File: config.mk
export PLATFORM = sky130hd
export DESIGN_NAME = ipv4_longest_prefix_router
export DESIGN_NICKNAME = d
export VERILOG_FILES = /design/src/rtl/lpr_pkg.sv /design/src/rtl/ipv4_longest_prefix_router.sv /design/src/rtl/lpr_match_unit.sv
export SDC_FILE = /design/constraint.sdc
export NUM_CORES = 2
export LEC_CHECK = 0
export CORE_ASPECT_RATIO = 0.75
export CORE_MARGIN = 5
export CORE_UTILIZATION = 30
export DETAILED_ROUTE_END_ITERATION = 12
export DONT_BUFFER_PORTS = 1
export GPL_TIMING_DRIVEN = 0
export HOLD_SLACK_MARGIN = 0.08
export PLACE_DENSITY_LB_ADDON = 0.25
export SYNTH_ARGS = -nofsm -noshare
export SYNTH_HDL_FRONTEND = slang
export SYNTH_MEMORY_MAX_BITS = 65536
export SYNTH_SLANG_ARGS = --single-unit
File: constraint.sdc
create_clock -name clk_i -period 13.5 [get_ports clk_i]
set_input_delay 2.025 -clock clk_i [delete_from_list [all_inputs] [get_ports clk_i]]
set_output_delay 2.025 -clock clk_i [all_outputs]
set_load 0.005 [all_outputs]
File: src/rtl/lpr_pkg.sv
`timescale 1ns / 1ps

package lpr_pkg;

  localparam int unsigned AddrBits = 32;
  localparam int unsigned LenW     = 6;
  localparam int unsigned IfW      = 4;
  localparam int unsigned TtlW     = 8;

  typedef enum logic [1:0] {
    StOk         = 2'd0,
    StNoRoute    = 2'd1,
    StTtlExpired = 2'd2,
    StFull       = 2'd3
  } status_e;

  typedef struct packed {
    logic [AddrBits-1:0] prefix;
    logic [LenW-1:0]     len;
  } route_key_t;

  typedef struct packed {
    logic                has_gw;
    logic [AddrBits-1:0] gw;
    logic [IfW-1:0]      iface;
  } route_action_t;

  typedef struct packed {
    route_key_t    key;
    route_action_t action;
  } route_entry_t;

  typedef struct packed {
    logic            found;
    logic [LenW-1:0] len;
  } best_t;

endpackage

File: src/rtl/ipv4_longest_prefix_router.sv
`timescale 1ns / 1ps
// IPv4 longest-prefix-match routing table.
// Input stream (s_axis): tuser selects the word kind, 0 adds a route and
// 1 routes one datagram; tdata carries the route and datagram fields.
// Output stream (m_axis): one word per input word; tuser is the status,
// tdata the chosen interface, next hop and decremented TTL.
// An add writes the route table at once and its answer moves into the
// output register from the Done state. A lookup reads the table one route
// per cycle through a single read port and one shared prefix compare unit,
// then passes through the Resolve and Done states; an empty table goes
// straight to Done. The input is not ready while a word is in work; it is
// ready again in the cycle after the result moves into the output register.
// The output register holds a finished word while the receiver stalls;
// the block may accept and work the next word meanwhile, and waits with
// its result until the register frees.
// Reset empties the table by clearing the route count; the table storage
// itself is not cleared and no entry is read before it is written.
module ipv4_longest_prefix_router #(
  parameter int unsigned MAX_ROUTES     = 64,
  parameter int unsigned NUM_INTERFACES = 16
) (
  input  logic          clk_i,
  input  logic          rst_ni,
  input  logic          s_axis_tvalid,
  output logic          s_axis_tready,
  // [31:0] prefix, [37:32] prefix_len, [38] has_next_hop,
  // [70:39] next_hop_addr, [74:71] interface_index, [106:75] dst_addr,
  // [114:107] ttl_in, [119:115] zero
  input  logic [119:0]  s_axis_tdata,
  // [0] kind
  input  logic          s_axis_tuser,
  output logic          m_axis_tvalid,
  input  logic          m_axis_tready,
  // [3:0] out_interface, [35:4] next_hop_out, [43:36] ttl_out, [47:44] zero
  output logic [47:0]   m_axis_tdata,
  // [1:0] status
  output logic [1:0]    m_axis_tuser
);
  import lpr_pkg::*;

  localparam int unsigned CntW = $clog2(MAX_ROUTES + 1);
  localparam int unsigned IdxW = (MAX_ROUTES > 1) ? $clog2(MAX_ROUTES) : 1;
  localparam logic [CntW-1:0] MaxCnt = CntW'(MAX_ROUTES);
  localparam logic [8:0] NumIf = 9'(NUM_INTERFACES);

  typedef enum logic [1:0] {
    Idle,
    Scan,
    Resolve,
    Done
  } state_e;

  logic                in_kind;
  logic [31:0]         in_prefix;
  logic [5:0]          in_len;
  logic                in_has_gw;
  logic [31:0]         in_gw;
  logic [3:0]          in_iface;
  logic [31:0]         in_dst;
  logic [7:0]          in_ttl;

  assign in_kind   = s_axis_tuser;
  assign in_prefix = s_axis_tdata[31:0];
  assign in_len    = s_axis_tdata[37:32];
  assign in_has_gw = s_axis_tdata[38];
  assign in_gw     = s_axis_tdata[70:39];
  assign in_iface  = s_axis_tdata[74:71];
  assign in_dst    = s_axis_tdata[106:75];
  assign in_ttl    = s_axis_tdata[114:107];

  state_e              state_q;
  logic [CntW-1:0]     count_q;
  logic [IdxW-1:0]     scan_idx_q;
  logic                issue_q;
  logic                rd_vld_q;
  route_entry_t        rd_entry_q;
  logic [31:0]         dst_q;
  logic [7:0]          ttl_q;
  best_t               best_q;
  route_action_t       best_act_q;
  status_e             res_status_q;
  logic [3:0]          res_if_q;
  logic [31:0]         res_hop_q;
  logic [7:0]          res_ttl_q;
  logic                m_valid_q;
  logic [47:0]         m_tdata_q;
  logic [1:0]          m_tuser_q;

  route_entry_t        mem [MAX_ROUTES];

  logic                accept;
  logic                table_full;
  logic                iface_ok;
  logic [5:0]          len_sat;
  logic                wr_en;
  route_entry_t        wr_entry;
  logic [CntW-1:0]     count_m1;
  logic [IdxW-1:0]     last_idx;
  logic                hit;
  logic                out_free;

  assign s_axis_tready = (state_q == Idle);
  assign accept        = s_axis_tvalid && s_axis_tready;
  assign table_full    = (count_q == MaxCnt);
  assign iface_ok      = {5'd0, in_iface} < NumIf;
  assign len_sat       = (in_len > 6'(AddrBits)) ? 6'(AddrBits) : in_len;
  assign wr_en         = accept && !in_kind && !table_full && iface_ok;
  assign count_m1      = count_q - CntW'(1);
  assign last_idx      = count_m1[IdxW-1:0];
  assign out_free      = !m_valid_q || m_axis_tready;

  always_comb begin
    wr_entry.key.prefix    = in_prefix;
    wr_entry.key.len       = len_sat;
    wr_entry.action.has_gw = in_has_gw;
    wr_entry.action.gw     = in_gw;
    wr_entry.action.iface  = in_iface;
  end

  lpr_match_unit u_match (
    .dst_i  (dst_q),
    .key_i  (rd_entry_q.key),
    .best_i (best_q),
    .hit_o  (hit)
  );

  always_ff @(posedge clk_i) begin
    if (wr_en) begin
      mem[count_q[IdxW-1:0]] <= wr_entry;
    end
    if (issue_q) begin
      rd_entry_q <= mem[scan_idx_q];
    end
  end

  always_ff @(posedge clk_i or negedge rst_ni) begin
    if (!rst_ni) begin
      state_q      <= Idle;
      count_q      <= '0;
      scan_idx_q   <= '0;
      issue_q      <= 1'b0;
      rd_vld_q     <= 1'b0;
      dst_q        <= '0;
      ttl_q        <= '0;
      best_q       <= '0;
      best_act_q   <= '0;
      res_if_q     <= '0;
      res_hop_q    <= '0;
      res_ttl_q    <= '0;
      m_valid_q    <= 1'b0;
      m_tdata_q    <= '0;
      m_tuser_q    <= '0;
      res_status_q <= StOk;
    end else begin
      if (m_valid_q && m_axis_tready && (state_q != Done)) begin
        m_valid_q <= 1'b0;
      end
      case (state_q)
        Idle: begin
          if (accept) begin
            dst_q      <= in_dst;
            ttl_q      <= in_ttl;
            best_q     <= '0;
            scan_idx_q <= '0;
            res_if_q   <= '0;
            res_hop_q  <= '0;
            res_ttl_q  <= '0;
            if (!in_kind) begin
              if (table_full) begin
                res_status_q <= StFull;
              end else if (!iface_ok) begin
                res_status_q <= StNoRoute;
              end else begin
                res_status_q <= StOk;
                count_q      <= count_q + CntW'(1);
              end
              state_q <= Done;
            end else if (count_q == '0) begin
              res_status_q <= StNoRoute;
              state_q      <= Done;
            end else begin
              issue_q <= 1'b1;
              state_q <= Scan;
            end
          end
        end
        Scan: begin
          rd_vld_q <= issue_q;
          if (issue_q) begin
            if (scan_idx_q == last_idx) begin
              issue_q <= 1'b0;
            end else begin
              scan_idx_q <= scan_idx_q + IdxW'(1);
            end
          end
          if (rd_vld_q && hit) begin
            best_q.found <= 1'b1;
            best_q.len   <= rd_entry_q.key.len;
            best_act_q   <= rd_entry_q.action;
          end
          if (rd_vld_q && !issue_q) begin
            state_q <= Resolve;
          end
        end
        Resolve: begin
          if (!best_q.found) begin
            res_status_q <= StNoRoute;
          end else if (ttl_q <= 8'd1) begin
            res_status_q <= StTtlExpired;
          end else begin
            res_status_q <= StOk;
            res_if_q     <= best_act_q.iface;
            res_hop_q    <= best_act_q.has_gw ? best_act_q.gw : dst_q;
            res_ttl_q    <= ttl_q - 8'd1;
          end
          state_q <= Done;
        end
        Done: begin
          if (out_free) begin
            m_valid_q <= 1'b1;
            m_tuser_q <= res_status_q;
            m_tdata_q <= {4'd0, res_ttl_q, res_hop_q, res_if_q};
            state_q   <= Idle;
          end
        end
        default: begin
          state_q <= Idle;
        end
      endcase
    end
  end

  assign m_axis_tvalid = m_valid_q;
  assign m_axis_tdata  = m_tdata_q;
  assign m_axis_tuser  = m_tuser_q;

endmodule

File: src/rtl/lpr_match_unit.sv
`timescale 1ns / 1ps

module lpr_match_unit (
  input  logic [31:0]        dst_i,
  input  lpr_pkg::route_key_t key_i,
  input  lpr_pkg::best_t      best_i,
  output logic               hit_o
);
  import lpr_pkg::*;

  logic [AddrBits-1:0] mask;
  logic                prefix_eq;
  logic                longer;

  assign mask      = ~({AddrBits{1'b1}} >> key_i.len);
  assign prefix_eq = ((dst_i ^ key_i.prefix) & mask) == '0;
  assign longer    = !best_i.found || (key_i.len > best_i.len);
  assign hit_o     = prefix_eq && longer;

endmodule
## Word-level counts from Yosys, hierarchy flattened

Memory sizes are Yosys's and may differ from the RTL's. A register that Yosys moved wholly into a read port is not among the register bits.
Cells that the tools add are included.

- $add $sub $neg: 4
- Shifts and indexed selects: 1
- Bitwise gates (word level): 5
- Magnitude comparators: 3
- Eq/ne operators: 17
- Muxes and demuxes: 45
- Reductions and logical operators: 30

Operator list:

| operator | count |
|---|---|
| 2-to-1 mux 32 bit | 4 |
| case mux 32 bit (2 select lines) | 1 |
| AND 32 bit | 1 |
| logical NOT 32 bit | 1 |
| inverter 32 bit | 1 |
| >> shifter 32 x 6 -> 32 bit, first input constant | 1 |
| XOR 32 bit | 1 |
| 2-to-1 mux 6 bit | 4 |
| 2-to-1 mux 8 bit | 3 |
| 2-to-1 mux 2 bit | 11 |
| inequality test 2 bit, second input constant | 9 |
| case mux 8 bit (2 select lines) | 1 |
| AND reduction 4 bit | 4 |
| 2-to-1 mux 7 bit | 2 |
| case mux 7 bit (2 select lines) | 1 |
| 2-to-1 mux 4 bit | 3 |
| case mux 6 bit (2 select lines) | 1 |
| 2-to-1 mux 1 bit | 10 |
| AND reduction 3 bit | 3 |
| <= comparator 8 x 1 -> 1 bit, second input constant | 1 |
| logical AND 1 bit | 8 |
| case mux 2 bit (4 select lines) | 1 |
| case mux 4 bit (2 select lines) | 1 |
| subtractor 8 x 1 -> 8 bit, second input constant | 1 |
| 20 further kinds | 31 |

- Word-level logic and storage cells: 125
- Input port bits: 125
- Memory bits (writable): 4800
- Memories: 1
- Output and inout bits: 52
- Flip-flop bits (word level): 194

Memory list:

| memory | depth | bits a word | rd ports | clocked after Yosys merged registers in | wr ports | RTL line | text |
|---|---|---|---|---|---|---|---|
| mem | 64 | 75 | 1 | 1 | 1 | ipv4_longest_prefix_router.sv:89 | `route_entry_t mem [MAX_ROUTES];` |

## Depth between registers and ports, before layout

- Depth in word-level cells: 8
- Mapped depth: 11
- Mapped depth without buffers: 9

## By module

From an unflattened synthesis, not the netlist that was laid out.

- Cell total of the unflattened synthesis: 8089
- Area total of the unflattened synthesis: 193154.0 um2

By module, submodules not included:

| module | cells an instance | area an instance (um2) | instances | sequential area each (um2) |
|---|---|---|---|---|
| ipv4_longest_prefix_router | 7961 | 192261.9 | 1 | 151245.1 |
| lpr_match_unit | 128 | 892.1 | 1 | 0.0 |

## Least setup slack after synthesis

OpenSTA, ideal clock, no wires.

- Kind: input to register
- Start point: input port s_axis_tvalid
- End point: memory mem[32][0] in the netlist's numbering, enable pin
- Slack: 2765 ps
- Arrival time: 10040 ps
- Path buffers: 0
- Stages: 4
- Library setup time: 695 ps
- Required time: 12805 ps
- Path through: nand2_1 nor3_1 nand2_1 nor4_1

- Word-level cells in the longest chain between the ends: 5

RTL lines:

| element | RTL line | text |
|---|---|---|
| start, declared | ipv4_longest_prefix_router.sv:24 | `input logic s_axis_tvalid,` |
| logical AND 1 bit | ipv4_longest_prefix_router.sv:103 | `assign accept = s_axis_tvalid && s_axis_tready;` |
| logical AND 1 bit (2 in a row) | ipv4_longest_prefix_router.sv:107 | `assign wr_en = accept && !in_kind && !table_full && iface_ok;` |
| 2-to-1 mux 1 bit | ipv4_longest_prefix_router.sv:128 | `if (wr_en) begin` |
| 2-to-1 mux 1 bit (implied by the code) | ipv4_longest_prefix_router.sv:129 | `mem[count_q[IdxW-1:0]] <= wr_entry;` |
| end, declared | ipv4_longest_prefix_router.sv:89 |  |

Every way passes these cells.

## Final worst setup path

- Start point: register count_q[5]
- End point: memory mem[32][48] in the netlist's numbering, enable pin

- Word-level cells in the longest chain between the ends: 5

RTL lines:

| element | RTL line | text |
|---|---|---|
| start, declared | ipv4_longest_prefix_router.sv:72 | `logic [CntW-1:0] count_q;` |
| start signal, assigned | ipv4_longest_prefix_router.sv:175 | `count_q <= count_q + CntW'(1);` |
| equality test 7 bit | ipv4_longest_prefix_router.sv:104 | `assign table_full = (count_q == MaxCnt);` |
| logical NOT 1 bit | ipv4_longest_prefix_router.sv:107 |  |
| logical AND 1 bit | ipv4_longest_prefix_router.sv:107 |  |
| 2-to-1 mux 1 bit | ipv4_longest_prefix_router.sv:128 |  |
| 2-to-1 mux 1 bit (implied by the code) | ipv4_longest_prefix_router.sv:129 |  |

Several ways; a longest one is shown, not always the timed one.

==> results.md <==
- The number of synthesis warnings is 0.
- The most used flip-flop cell after synthesis is edfxtp_1.
- STA classifies the critical path endpoint as a flop.
- The clock input transition at the sequential cells of the worst setup and hold paths is 0.07 ns.
- On the final layout, the worst clock skew is 0.0765 ns.
- The initial antenna violation count is 63.
- The final cell area excluding filler cells is 227,000 um^2.
- The leakage power summed over all cells is 68.3 nW.
- The CTS H-tree depth is 5.
- The multi-input combinational cells in the finished layout cover a total of 40,400 um^2.
- Setup repair after global routing left no endpoint under its margin.
- The filler cell count is 58,400.
- The detailed-route wire length per cell is 33.7 um.
- For this run, asynchronously set or reset flops after synthesis account for 3.83%.
- For this run, design rule violations remaining after detail routing come to 0.
- The worst setup slack before clock tree synthesis is 7.45 ns.
- The buffer depth of the longest clock path is 4.
- The via count of the first global-routing pass is 90,300.
- The startpoint type of the worst setup path is a flop.
- The post-synthesis area per instance is 25.1 um^2.
- The path with the worst hold slack has its endpoint at best_act_q[30].
- The floorplan has 255 rows.
- The number of clock buffers added by TritonCTS is 485.
- The worst reg-to-reg setup slack is 7.51 ns.
- The relative slew slack is 3.50%.
- The worst reg2reg path depth is 14.
- Yosys mapped the design onto 59 distinct sky130hd cell types.
- The count of nets left with antenna violations once routing finished came out at 0.
- The number of buffers added to fix hold violations after cts is 0.
- The net count of the finished layout is 8,634.
- After detailed routing, the number of vias per cell comes to 5.20.
- The count of pins over their slew limit is 0.
- The worst min-delay path category is reg2reg.
- Of the cells placed in the final design, the portion with a size suffix greater than 1 is 32.8%.
- The mapped netlist covers 193,000 um^2.
- The floorplan die width is 936 um.
- Summing the sequential cell areas from Yosys gives 78.4% of the chip area.
- The startpoint identified for the worst hold timing path is rd_entry_q[30].
- The final critical path takes up 44.4% of the cycle.
- Relative to the synthesized area, the layout overhead comes to 17.7%.
- Once detailed placement completed, the half-perimeter wirelength came to 421 mm.
- The flow ran to the end, and the final reports show no timing, DRC or antenna violations.
- The weighted congestion reported at the end of routability-driven placement is 0.822.
- The global route total overflow is 0.
- The shortest clock period the worst path allows after layout is 5.99 ns.
- The latest clock arrival within the worst-skew pair is 1.07 ns.
- The worst endpoint data arrival time is 6.70 ns.
- The die covers 659,000 um^2.
- The final critical-path setup slack is 7.51 ns.
- The maximum ir drop on the vdd rail is 0.000144 V.
- In this run the standard cell core region covers 642,000 um^2.
- TritonCTS built the clock tree.
- The routed design has 593 mm of wire.
- In this run, post-CTS repair resized a total of 0 instances.
- The pin count of the biggest net entering global routing is 195.
- The total number of vias is 91,400.
- For this run, the share of the core covered by cells in the final layout is 35.4%.
- The tool flagged a number of max-cap violations equal to 0.
- In this run, synthesis inferred 4,875 flip-flops with an integrated enable.
- The first global-routing pass estimated 797 mm of wire.
- At the pin with the least slew margin, the transition time is 1.45 ns.
- After the first detailed-routing iteration, the DRC count stood at 12,700.
- The post-layout total power is 40.8 mW.
- The floorplan die height is 704 um.
- The cell count after synthesis came out at 7,680.
- During I/O placement, the number of pins put on the boundary was 177.
- In this run the post-CTS setup repair buffer count came out at 0.
- The total area of sequential cells is 151,000 um^2.
- The maximum fanout along the worst path is 10.
- The worst hold-check slack is 0.462 ns.
- The number of buffer cells added on primary ports is 0.
- The number of failing hold endpoints at the final stage is 0.
- The total power divided by cell area is 180 nW/um^2.
- The worst flop-to-flop path endpoint is mem[32][48].
- Across every metal layer, demand over resource in global routing totals 17.5%.
- The worst flop-to-flop path startpoint is count_q[5].
- Summing all placed instances gives a cell area of 211,000 um^2.
- Along the worst hold path, the cell count comes to 1.
- The starting density of the core is 30.1%.
- The master cell of the clock root buffer is clkbuf_16.
- Derived from the worst setup path, the maximum achievable clock frequency is 167 MHz.
- The worst setup path is of the reg2reg kind.
- The total setup violations reported at the end of the flow is 0.
- The required time of the critical path is 14.21 ns.
- In this run, synthesis produced a sequential element count of 5,069.
- The number of detailed-route iterations in the first pass is 8.
- Clock tree synthesis found a total of 5,069 sinks.
## report_power, final
group | switching [mW] | leakage, nW | internal [mW]
clock network | 6.11 | 7.82 | 7.74
logic | 5.02 | 14.0 | 3.77
registers | 0.497 | 46.5 | 17.6
## registers in the layout, summed over array words and instances (netlist names)
register       count
count_q            7
res_status_q       2
state_q            2
ttl_q              8
dst_q             32
scan_idx_q         6
res_ttl_q          8
best_q             7
res_if_q           4
rd_entry_q        75
best_act_q        37
res_hop_q         32
issue_q            1
m_axis_tuser       2
mem             4800
m_axis_tvalid      1
m_axis_tdata      44
rd_vld_q           1
## cell families after synthesis
logic type               after synthesis  share of synthesized area (%)
adder cells (fa/ha/maj)               16                          0.102
AND/OR/NAND/NOR                      248                          0.573
XOR/XNOR                              50                          0.227
buffers and inverters                436                          0.935
other                                  1                        0.00194
AO/OA/AOI/OAI                        126                          0.464
multiplexers                        1734                           19.3
flip-flops                          5069                           78.4
## synthesized netlist by cell type, types with 15 or more instances
library cell	number	area, um^2
a21oi_1	17	85.1
buf_1	75	282
buf_2	101	505
clkbuf_1	226	848
dfrtp_1	194	4850
edfxtp_1	4875	146000
ha_1	15	188
inv_1	25	93.8
mux2_1	20	225
mux2_2	103	1160
mux2i_1	36	360
mux4_2	1575	35500
nand2_1	91	342
nand3_1	20	100
nor2_1	82	308
o21ai_0	20	100
o31ai_1	44	330
xnor2_1	33	289
xor2_1	17	149
## layout make-up
| type | count | area share (%) |
|---|---|---|
| Antenna cell | 58 | 0.0639 |
| Buffer | 410 | 0.779 |
| Clock buffer | 582 | 5.54 |
| Clock inverter | 314 | 1.56 |
| Inverter | 26 | 0.0430 |
| Multi-Input combinational cell | 2178 | 17.8 |
| Sequential cell | 5069 | 66.6 |
| Tap cell | 8609 | 4.74 |
| Timing Repair Buffer | 324 | 2.88 |
## worst max-delay path, cell delays in order, from the launching register on
cell and delay (ns):
dfrtp_1 0.33, clkbuf_1 0.33, inv_1 0.24, nand2_1 0.72, nor3_1 0.30, nor3_1 0.82
nand2_1 0.74, nor4_2 0.55, buf_4 0.32, buf_4 0.22, buf_4 0.21, buf_4 0.21
buf_4 0.20, buf_4 0.20, buf_4 0.20
## how the worst max path moves through the flow
stage / startpoint / end / slack, ns / cells past startpoint
floorplan: s_axis_tvalid / mem[32][0] / 2.77 / 4
global placement: s_axis_tvalid / mem[32][48] / -10.05 / 4
detailed placement: s_axis_tvalid / mem[32][48] / 7.45 / 11
CTS: count_q[5] / mem[32][48] / 7.75 / 14
global route: count_q[5] / mem[32][51] / 7.44 / 14
finish: count_q[5] / mem[32][48] / 7.51 / 14
## through the flow
| stage | setup TNS, ns | cells |
|---|---|---|
| 2_1_floorplan | 0 | 7683 |
| 3_3_place_gp | -1065.82 | 16300 |
| 3_5_place_dp | 0 | 16600 |
| 4_1_cts | 0 | 17500 |
| 5_1_grt | 0 | 17500 |
| 6_report | 0 | 17600 |
## placed cells by master, fill, tap and decap left out, types with 10 or more instances in the layout
cell	instances
buf_1	67
nand2_1	91
nor2_1	20
clkbuf_1	285
clkbuf_16	487
inv_1	25
clkinv_16	23
clkinv_2	91
clkinv_1	117
o31ai_1	44
dfrtp_1	193
xnor2_1	33
a21oi_1	17
bufinv_16	56
nor2_4	62
nand3_1	20
nand4_1	10
xor2_1	17
o21ai_0	20
mux2_1	20
buf_2	104
mux2i_1	36
edfxtp_1	4875
buf_4	22
mux2_2	103
clkbuf_2	34
buf_12	238
buf_6	14
ha_1	15
diode_2	58
clkinvlp_4	11
mux4_2	1575
buf_16	53
## layer usage
| layer | vias up | track usage [%] | part of all wire, % |
|---|---|---|---|
| met2 | 4576 | 26.0 | 44 |
| met1 | 50900 | 25.7 | 43 |
| li1 | 35100 | - | - |
| met3 | 794 | 3.97 | 9.5 |
| met5 | - | 0 | 0.0022 |
| met4 | 2 | 5.66 | 3.8 |
(Power assumes the default switching activity.)
